$ cat config.mk
export PLATFORM = sky130hd
export DESIGN_NAME = line_color_gradient_stepper_core
export DESIGN_NICKNAME = d
export VERILOG_FILES = /design/src/rtl/lcgs_pkg.sv /design/src/rtl/lcgs_mul.sv /design/src/rtl/lcgs_div.sv /design/src/rtl/line_color_gradient_stepper_core.sv
export VERILOG_INCLUDE_DIRS = /design/src /design/src/rtl
export SDC_FILE = /design/constraint.sdc
export NUM_CORES = 1
export LEC_CHECK = 0
export BUFFER_PORTS_ARGS = -buffer_cell sky130_fd_sc_hd__buf_2
export CAP_MARGIN = 20
export CORE_ASPECT_RATIO = 0.9
export CORE_UTILIZATION = 55
export CTS_CLUSTER_DIAMETER = 150
export DETAILED_ROUTE_END_ITERATION = 8
export PLACE_DENSITY = 0.86
export RECOVER_POWER = 25
export SLEW_MARGIN = 20
export SYNTH_ARGS = -nofsm -noshare
export SYNTH_HDL_FRONTEND = slang
export SYNTH_HIERARCHICAL = 1
export SYNTH_SLANG_ARGS = --single-unit
$ cat constraint.sdc
create_clock -name clk -period 4.2 [get_ports clk]
set_clock_uncertainty 0.2 [all_clocks]
set_input_delay 0.42 -clock clk [delete_from_list [all_inputs] [get_ports clk]]
set_output_delay 0.42 -clock clk [all_outputs]
set_load 0.02 [all_outputs]
$ cat src/rtl/line_color_gradient_stepper_core_macros.svh
// Assertion macros shared by the gradient stepper RTL.
`ifndef LINE_COLOR_GRADIENT_STEPPER_CORE_MACROS_SVH
`define LINE_COLOR_GRADIENT_STEPPER_CORE_MACROS_SVH

// Invariant that must hold on every clock edge out of reset.
`define LCGS_ASSERT(lbl, cond, msg) \
  lbl: assert property (@(posedge clk) disable iff (!rst_n) (cond)) else $error(msg);

// Same-cycle implication.
`define LCGS_ASSERT_IMP(lbl, ante, cons, msg) \
  lbl: assert property (@(posedge clk) disable iff (!rst_n) (ante) |-> (cons)) \
    else $error(msg);

// Next-cycle implication.
`define LCGS_ASSERT_NXT(lbl, ante, cons, msg) \
  lbl: assert property (@(posedge clk) disable iff (!rst_n) (ante) |=> (cons)) \
    else $error(msg);

`endif

$ cat src/rtl/lcgs_pkg.sv
// Shared constants and types for the line color gradient stepper.
package lcgs_pkg;

  localparam int COORD_BITS_DEF = 12;
  localparam int CHAN_BITS      = 8;
  localparam int NUM_CHAN       = 3;
  localparam int COLOR_BITS     = CHAN_BITS * NUM_CHAN;
  localparam int STEP_W         = $clog2(CHAN_BITS);

  // Handshake status of a serial arithmetic unit.
  typedef struct packed {
    logic busy;
    logic done;
  } unit_status_t;

endpackage

$ cat src/rtl/lcgs_mul.sv
// Bit-serial shift-add multiplier: channel delta times step count.
module lcgs_mul import lcgs_pkg::*; #(
  parameter int LEN_BITS = COORD_BITS_DEF + 1
) (
  input  logic                          clk,
  input  logic                          rst_n,
  input  logic                          start,
  input  logic [LEN_BITS-1:0]           mcand,
  input  logic [CHAN_BITS-1:0]          mplier,
  output logic [LEN_BITS+CHAN_BITS-1:0] product,
  output unit_status_t                  status
);

  localparam int PW = LEN_BITS + CHAN_BITS;

  logic              busy_r;
  logic              done_r;
  logic [STEP_W-1:0] step_r;
  logic [CHAN_BITS-1:0] mplier_r;
  logic [LEN_BITS-1:0]  mcand_r;
  logic [PW-1:0]        acc_r;
  logic [PW-1:0]        acc_nxt;
  logic                 last_step;

  // MSB first: shift the partial sum, add the multiplicand when the bit is set
  always_comb begin
    acc_nxt = {acc_r[PW-2:0], 1'b0};
    if (mplier_r[CHAN_BITS-1]) begin
      acc_nxt = acc_nxt + {{CHAN_BITS{1'b0}}, mcand_r};
    end
  end

  assign last_step = (step_r == STEP_W'(CHAN_BITS - 1));

  always_ff @(posedge clk) begin
    if (!rst_n) begin
      busy_r <= 1'b0;
      done_r <= 1'b0;
      step_r <= '0;
    end else begin
      done_r <= !start && busy_r && last_step;
      if (start) begin
        busy_r <= 1'b1;
        step_r <= '0;
      end else if (busy_r) begin
        step_r <= step_r + STEP_W'(1);
        if (last_step) begin
          busy_r <= 1'b0;
        end
      end
    end
  end

  always_ff @(posedge clk) begin
    if (start) begin
      acc_r    <= '0;
      mplier_r <= mplier;
      mcand_r  <= mcand;
    end else if (busy_r) begin
      acc_r    <= acc_nxt;
      mplier_r <= {mplier_r[CHAN_BITS-2:0], 1'b0};
    end
  end

  assign product     = acc_r;
  assign status.busy = busy_r;
  assign status.done = done_r;

endmodule

$ cat src/rtl/lcgs_div.sv
// Bit-serial restoring divider producing an eight-bit quotient.
module lcgs_div import lcgs_pkg::*; #(
  parameter int LEN_BITS = COORD_BITS_DEF + 1
) (
  input  logic                          clk,
  input  logic                          rst_n,
  input  logic                          start,
  input  logic [LEN_BITS+CHAN_BITS-1:0] dividend,
  input  logic [LEN_BITS-1:0]           divisor,
  output logic [CHAN_BITS-1:0]          quot,
  output unit_status_t                  status
);

  logic                 busy_r;
  logic                 done_r;
  logic [STEP_W-1:0]    step_r;
  logic [LEN_BITS-1:0]  rem_r;
  logic [LEN_BITS-1:0]  rem_nxt;
  logic [LEN_BITS-1:0]  divisor_r;
  logic [CHAN_BITS-1:0] low_r;
  logic [CHAN_BITS-1:0] quot_r;
  logic [LEN_BITS:0]    trial;
  logic [LEN_BITS:0]    diff;
  logic                 qbit;
  logic                 last_step;

  // Dividend is below 256 * divisor, so its upper part already fits under the divisor
  always_comb begin
    trial   = {rem_r, low_r[CHAN_BITS-1]};
    diff    = trial - {1'b0, divisor_r};
    qbit    = (trial >= {1'b0, divisor_r});
    rem_nxt = qbit ? diff[LEN_BITS-1:0] : trial[LEN_BITS-1:0];
  end

  assign last_step = (step_r == STEP_W'(CHAN_BITS - 1));

  always_ff @(posedge clk) begin
    if (!rst_n) begin
      busy_r <= 1'b0;
      done_r <= 1'b0;
      step_r <= '0;
    end else begin
      done_r <= !start && busy_r && last_step;
      if (start) begin
        busy_r <= 1'b1;
        step_r <= '0;
      end else if (busy_r) begin
        step_r <= step_r + STEP_W'(1);
        if (last_step) begin
          busy_r <= 1'b0;
        end
      end
    end
  end

  always_ff @(posedge clk) begin
    if (start) begin
      rem_r     <= dividend[LEN_BITS+CHAN_BITS-1:CHAN_BITS];
      low_r     <= dividend[CHAN_BITS-1:0];
      divisor_r <= divisor;
      quot_r    <= '0;
    end else if (busy_r) begin
      rem_r  <= rem_nxt;
      low_r  <= {low_r[CHAN_BITS-2:0], 1'b0};
      quot_r <= {quot_r[CHAN_BITS-2:0], qbit};
    end
  end

  assign quot        = quot_r;
  assign status.busy = busy_r;
  assign status.done = done_r;

endmodule

$ cat src/rtl/line_color_gradient_stepper_core.sv
// Line color gradient stepper: per-pixel linear RGB interpolation along a line.
// A start item (kind = 1) latches the Manhattan length of the line and both
// colors and returns the start color through the output register. A step
// item (kind = 0) returns start + (end - start) * count / length for red,
// green and blue in turn, with the quotient truncated toward zero, then
// advances the count, which stops at the length. Each channel runs through a
// bit-serial multiplier and a bit-serial restoring divider, each entered
// through an issue state and a wait state, and then through the combine
// state; a step on a zero-length line bypasses both units and returns the
// start color. The next item is taken as soon as the result sits in the
// output register, even if that result has not yet been transferred.
`include "line_color_gradient_stepper_core_macros.svh"

module line_color_gradient_stepper_core import lcgs_pkg::*; #(
  parameter int COORD_BITS = COORD_BITS_DEF
) (
  input  logic                  clk,
  input  logic                  rst_n,
  input  logic                  in_valid,
  output logic                  in_ready,
  input  logic                  in_kind,
  input  logic [COORD_BITS-1:0] in_start_x,
  input  logic [COORD_BITS-1:0] in_start_y,
  input  logic [COLOR_BITS-1:0] in_start_color,
  input  logic [COORD_BITS-1:0] in_end_x,
  input  logic [COORD_BITS-1:0] in_end_y,
  input  logic [COLOR_BITS-1:0] in_end_color,
  output logic                  out_valid,
  input  logic                  out_ready,
  output logic [COLOR_BITS-1:0] out_pixel_color
);

  localparam int LEN_BITS = COORD_BITS + 1;
  localparam int PW       = LEN_BITS + CHAN_BITS;
  localparam int CH_W     = $clog2(NUM_CHAN);

  typedef enum logic [2:0] {
    S_IDLE,
    S_MUL,
    S_MUL_WAIT,
    S_DIV,
    S_DIV_WAIT,
    S_ACC,
    S_DONE
  } state_t;

  state_t                state_r;
  logic [CH_W-1:0]       ch_r;
  logic [LEN_BITS-1:0]   step_count_r;
  logic [LEN_BITS-1:0]   line_length_r;
  logic [COLOR_BITS-1:0] start_color_r;
  logic [COLOR_BITS-1:0] end_color_r;
  logic [COLOR_BITS-1:0] result_r;
  logic [COLOR_BITS-1:0] out_pixel_color_r;
  logic                  out_valid_r;

  logic [COORD_BITS-1:0] dx;
  logic [COORD_BITS-1:0] dy;
  logic [LEN_BITS-1:0]   length_nxt;
  logic [CHAN_BITS-1:0]  s_byte;
  logic [CHAN_BITS-1:0]  e_byte;
  logic                  neg;
  logic [CHAN_BITS-1:0]  mag;
  logic [CHAN_BITS-1:0]  chan_nxt;

  logic                  in_xfer;
  logic                  out_load;
  logic                  zero_len_step;
  logic                  mul_start;
  logic                  div_start;
  logic [PW-1:0]         product;
  logic [CHAN_BITS-1:0]  quot;
  unit_status_t          mul_st;
  unit_status_t          div_st;

  assign in_ready      = (state_r == S_IDLE);
  assign in_xfer       = in_valid && in_ready;
  assign out_load      = (state_r == S_DONE) && (!out_valid_r || out_ready);
  assign zero_len_step = in_xfer && !in_kind && (line_length_r == '0);
  assign mul_start     = (state_r == S_MUL);
  assign div_start     = (state_r == S_DIV);

  always_comb begin
    dx         = (in_start_x > in_end_x) ? (in_start_x - in_end_x) : (in_end_x - in_start_x);
    dy         = (in_start_y > in_end_y) ? (in_start_y - in_end_y) : (in_end_y - in_start_y);
    length_nxt = {1'b0, dx} + {1'b0, dy};
  end

  // Current channel always sits in the top byte; the color words rotate per channel
  always_comb begin
    s_byte   = start_color_r[COLOR_BITS-1 -: CHAN_BITS];
    e_byte   = end_color_r[COLOR_BITS-1 -: CHAN_BITS];
    neg      = (e_byte < s_byte);
    mag      = neg ? (s_byte - e_byte) : (e_byte - s_byte);
    chan_nxt = neg ? (s_byte - quot) : (s_byte + quot);
  end

  lcgs_mul #(.LEN_BITS(LEN_BITS)) u_mul (
    .clk     (clk),
    .rst_n   (rst_n),
    .start   (mul_start),
    .mcand   (step_count_r),
    .mplier  (mag),
    .product (product),
    .status  (mul_st)
  );

  lcgs_div #(.LEN_BITS(LEN_BITS)) u_div (
    .clk      (clk),
    .rst_n    (rst_n),
    .start    (div_start),
    .dividend (product),
    .divisor  (line_length_r),
    .quot     (quot),
    .status   (div_st)
  );

  always_ff @(posedge clk) begin
    if (!rst_n) begin
      state_r           <= S_IDLE;
      ch_r              <= '0;
      step_count_r      <= '0;
      line_length_r     <= '0;
      start_color_r     <= '0;
      end_color_r       <= '0;
      result_r          <= '0;
      out_pixel_color_r <= '0;
      out_valid_r       <= 1'b0;
    end else begin
      if (out_load) begin
        out_valid_r <= 1'b1;
      end else if (out_ready) begin
        out_valid_r <= 1'b0;
      end
      unique case (state_r)
        S_IDLE: begin
          if (in_xfer) begin
            if (in_kind) begin
              line_length_r <= length_nxt;
              step_count_r  <= '0;
              start_color_r <= in_start_color;
              end_color_r   <= in_end_color;
              result_r      <= in_start_color;
              state_r       <= S_DONE;
            end else if (line_length_r == '0) begin
              result_r <= start_color_r;
              state_r  <= S_DONE;
            end else begin
              ch_r    <= '0;
              state_r <= S_MUL;
            end
          end
        end
        S_MUL: begin
          state_r <= S_MUL_WAIT;
        end
        S_MUL_WAIT: begin
          if (mul_st.done) begin
            state_r <= S_DIV;
          end
        end
        S_DIV: begin
          state_r <= S_DIV_WAIT;
        end
        S_DIV_WAIT: begin
          if (div_st.done) begin
            state_r <= S_ACC;
          end
        end
        S_ACC: begin
          result_r      <= {result_r[COLOR_BITS-CHAN_BITS-1:0], chan_nxt};
          start_color_r <= {start_color_r[COLOR_BITS-CHAN_BITS-1:0],
                            start_color_r[COLOR_BITS-1 -: CHAN_BITS]};
          end_color_r   <= {end_color_r[COLOR_BITS-CHAN_BITS-1:0],
                            end_color_r[COLOR_BITS-1 -: CHAN_BITS]};
          if (ch_r == CH_W'(NUM_CHAN - 1)) begin
            if (step_count_r < line_length_r) begin
              step_count_r <= step_count_r + LEN_BITS'(1);
            end
            state_r <= S_DONE;
          end else begin
            ch_r    <= ch_r + CH_W'(1);
            state_r <= S_MUL;
          end
        end
        S_DONE: begin
          if (out_load) begin
            out_pixel_color_r <= result_r;
            state_r           <= S_IDLE;
          end
        end
        default: begin
          state_r <= S_IDLE;
        end
      endcase
    end
  end

  assign out_valid       = out_valid_r;
  assign out_pixel_color = out_pixel_color_r;

  `LCGS_ASSERT(a_count_le_len, step_count_r <= line_length_r, "step count past line length")
  `LCGS_ASSERT(a_units_exclusive, !(mul_st.busy && div_st.busy), "multiplier and divider overlap")
  `LCGS_ASSERT_IMP(a_quot_bound, div_st.done, quot <= mag, "quotient exceeds channel delta")
  `LCGS_ASSERT_NXT(a_zero_len, zero_len_step, state_r == S_DONE, "zero-length step not bypassed")

endmodule
# After elaboration in Yosys (flattened, before gate mapping)
# Index checks and enable logic that the tools add are counted.
# totals
reg_bits	222
output_inout_bits	26
inputBits	101
# op_classes
addsub	15
n_lt_le_gt_ge	5
n_eq_ne	20
bitwise	1
reduce_logical	25
mux	48
# op_table
operator	n
two-way mux 24 bit	7
case mux 24 bit (2 select lines)	3
two-way mux 13 bit	7
two-way mux 8 bit	6
subtractor 12 bit	4
case mux 13 bit (2 select lines)	1
> comparator 12 bit	2
two-way mux 12 bit	2
subtractor 8 bit	3
adder 21 x 13 -> 21 bit	1
two-way mux 21 bit	1
two-way mux 3 bit	7
case mux 3 bit (7 select lines)	1
equality test 3 bit, second input constant	5
>= comparator 14 x 13 -> 1 bit	1
adder 12 x 12 -> 13 bit	1
adder 13 x 1 -> 13 bit, second input constant	1
zero test 13 bit	1
less-than comparator 13 bit	1
subtractor 13 bit	1
inequality test 2 bit, second input constant	6
AND reduction 5 bit	2
AND reduction 3 bit	3
adder 8 bit	1
20 further kinds	46

# Longest topological paths before layout
# depth
ltp_word	5
depth_mapped	21
ltp_nobuf	20

# Hierarchy
# The synthesis kept the hierarchy.
# by_module_without_submodules
module	area_per_inst_um2	cells_each	seq_area_each_um2	instances
line_color_gradient_stepper_core	9275.1	1176	2562.5	1
lcgs_mul	2585.0	254	1151.1	1
lcgs_div	2504.9	218	1281.2	1

# Least setup slack after synthesis
# No wires, ideal clock.
# synth_path
path_kind	input port to flip-flop
startpoint	in in_start_y[3]
endpoint	reg line_length_r[11]
stages	18
arrival_time_ps	3627
slack_ps	253
path_buffers	2
path_cell_list	inv_1 ha_1 clkbuf_1 a21oi_1 a21oi_1 nor3_1 o22ai_1 clkbuf_1 mux2_2 ha_1 a211oi_1 o21bai_1 nand3_1 nand2_1 a211oi_1 a21oi_1 xnor2_1 o22ai_1
# synth_via
elab_chain_cells	3
word_cells_on_any_way	5
classes_between	add/sub: 3; order compare: 1; mux: 1
# synth_lines
element	line	rtl
from (decl)	line_color_gradient_stepper_core.sv:23	input logic [COORD_BITS-1:0] in_start_y,
subtractor 12 bit or > comparator 12 bit (tied branches)	line_color_gradient_stepper_core.sv:85	dy = (in_start_y > in_end_y) ? (in_start_y - in_end_y) : (in_end_y - in_start_y);
two-way mux 12 bit *	line_color_gradient_stepper_core.sv:85	
adder 12 x 12 -> 13 bit *	line_color_gradient_stepper_core.sv:86	length_nxt = {1'b0, dx} + {1'b0, dy};
to (signal assigned)	line_color_gradient_stepper_core.sv:139	line_length_r <= length_nxt;
to (decl)	line_color_gradient_stepper_core.sv:50	logic [LEN_BITS-1:0] line_length_r;
# Every way passes the cells marked *; elsewhere a longest branch is shown, timed or not.
# A chain may end at the register's enable or synchronous reset.

# Worst setup path in the final report
# layout_path
startpoint	in in_start_x[0]
endpoint	reg line_length_r[9]
# layout_via
elab_chain_cells	3
word_cells_on_any_way	5
classes_between	add/sub: 3; order compare: 1; mux: 1
# layout_lines
element	line	rtl
from (decl)	line_color_gradient_stepper_core.sv:22	input logic [COORD_BITS-1:0] in_start_x,
subtractor 12 bit or > comparator 12 bit (tied branches)	line_color_gradient_stepper_core.sv:84	dx = (in_start_x > in_end_x) ? (in_start_x - in_end_x) : (in_end_x - in_start_x);
two-way mux 12 bit *	line_color_gradient_stepper_core.sv:84	
adder 12 x 12 -> 13 bit *	line_color_gradient_stepper_core.sv:86	
# Marked as above.

==> metrics.cfg <==
[outcome]
status = finished, violations left
violations = max-capacitance violations, max-slew violations

[worst_setup_path]
crit_path_cell_trace = buf_2, inv_1, ha_1, inv_1, fa_1, a21o_1, nand2_1, o31ai_1, nor2b_1, o22ai_1, buf_4, mux2_2, ha_1, a211oi_1, o21bai_1, nand3_1, nand2_1, a211oi_1, buf_4, xor2_1, o21ai_0
startpoint_type = primary input
endpoint_kind = flip-flop
cp.depth = 21
crit_buf_inv = 5
cp_max_fo = 5
cp.arrival_ps = 4020
worstPathRequired_ps = 4400
path_class = primary input to flip-flop
cp_top_family = compound AO/OA/AOI/OAI gates
reg2reg_depth = 16
reg2reg_slack_ps = 410
max_stage_delay_ps = 380
crit_slowest_cell = fa_1
r2r-start = end_color_r[16]
worstReg2RegEnd = result_r[7]

[timing]
fmax_mhz = 262
tightest_slew_ps = 2350
drv_slew = 142
finalSetupViolCount = 0
fin_crit_ps = 3820
hold_viol_final = 0
worst_slack_ps = 379
rsz0062_at_grt = no
finalCritPeriodShare_pct = 91.0
timing.hold.ws_ps = 5.90
relSlewSlack_pct = -56.7

[die]
dieArea_um2 = 26700
core_area_um2 = 25400
die_h_um = 155
fp.dieW_um = 172
fp-row-count = 55
start_util_pct = 56.5
io-pin-count = 127

[pwr]
peakVddDrop_mv = 0.410
leakagePower_nw = 6.83
power_density_nw_per_um2 = 590

[logic_synthesis]
syn-num-nets = 1881
synthesis.area_um2 = 14400
ys_warn_count = 6
syn_inst = 1646
syn_area_per_cell_um2 = 8.72

[flow_run]
max-cap-violations = 2

[cts]
htreeDepth = 1
path_clk_slew_ps = 60
clk_root_buffer_cell = clkbuf_16
tritoncts = built
clock_sinks = 222
postCtsSetupBuffers = 0
clkLatencyLatePin_ps = 540
cts_buffers = 24
cts_buffer_depth = 3

[cells_and_area]
final_cell_mix = 193 x nor2_1, 167 x dfxtp_1, 125 x a21oi_1, 124 x nand2_1, 124 x ha_1
drive_above_1_share_pct = 13.0
fin_nets = 1997
num-fill-cells = 2045
area_growth_pct = 13.1
seqCellArea_um2 = 4990
multi_input_area_um2 = 8540
final_common_cell = nor2_1

[drt]
vias_per_cell = 5.85
routedWlPerCell_um = 16.4
drc_errors = 0
num_vias = 12435
first_iter_violations = 955
wirelength_um = 34900
drtAntennaViolNets = 0
drt_first_pass_iters = 5

[global_route]
grt_usage_pct = 25.7
grt_start_max_net_pins = 96
grt_first_pass_wirelength_um = 56300
antenna_found_initial = 5
grt_pass1_vias = 11864
overflow = 0

[min_path]
min_path_cells = 3
worstHoldStart = in_end_color[15]
hold_end = end_color_r[15]
worstHoldPathType = primary input to flip-flop

[placement]
port_buffers = 126
hpwl_um = 25300
pre_cts_slack_ps = -150
gp_congestion = 0.924

[metal layers]
layer | vias to the layer above | routed length (µm) | global-route usage, %
met5 | - | 16 | 0
met3 | 88 | 1960 | 3.92
met1 | 5882 | 14900 | 32.7
met2 | 378 | 16900 | 43.8
li1 | 6085 | - | -
met4 | 2 | 1110 | 9.19
[worst max path at each step]
stage                   endpoint  slack (ps)             from
2_1_floorplan  line_length_r[11]         250    in_start_y[3]
3_3_place_gp   line_length_r[10]          -8    in_start_y[0]
3_5_place_dp   line_length_r[10]        -150    in_start_y[0]
4_1_cts              result_r[7]         300  end_color_r[16]
5_1_grt              result_r[7]          90  end_color_r[16]
6_report        line_length_r[9]         380    in_start_x[0]
[state kept, by name (all words and copies together), names as in the netlist, 8 cells and up]
name             count
step_count_r        13
u_div/low_r          8
line_length_r       13
u_mul/mplier_r       8
u_div/quot           8
u_div/rem_r         13
out_pixel_color     24
u_mul/mcand_r       13
u_div/divisor_r     13
result_r            24
u_mul/product       21
end_color_r         24
start_color_r       24
[tightest hold or removal path: stages]
cell and delay [ps]:
buf_2 80, o221ai_1 110, nor2_1 100
[area by class of cell]
type,count,area share [%]
Clock inverter,11,0.855
Multi-Input combinational cell,1212,52.6
Clock buffer,33,4.09
Sequential cell,222,30.8
Inverter,124,2.87
Tap cell,342,2.64
Antenna cell,3,0.0462
Timing Repair Buffer,178,6.12
[repair_timing]
action                                  4_1_cts  5_1_grt
endpoints found under the setup margin        0        2
resized for setup                             0        3
endpoints found under the hold margin         3        0
hold buffers                                  3        0
[where the power goes]
part           total [mW]  internal (mW)  switching (mW)
logic                4.32           1.88            2.45
registers            3.11           2.69           0.420
clock network        2.14           1.24           0.894
total                9.57           5.81            3.76
[metrics by stage]
| stage | total power [mW] | setup TNS, ps | instance area [µm²] | cells | utilization [%] |
|---|---|---|---|---|---|
| finish | 9.57 | 0 | 16200 | 2125 | 63.9 |
| global route | 10.2 | 0 | 16200 | 2124 | 63.9 |
| CTS | 9.52 | 0 | 16300 | 2122 | 64.0 |
| detailed placement | 7.35 | -354 | 15400 | 2075 | 60.8 |
| global placement | 7.17 | -7.84 | 15400 | 2075 | 60.8 |
| floorplan | 6.32 | 0 | 14400 | 1646 | - |
Note: power is estimated with default switching activity, not from simulation.
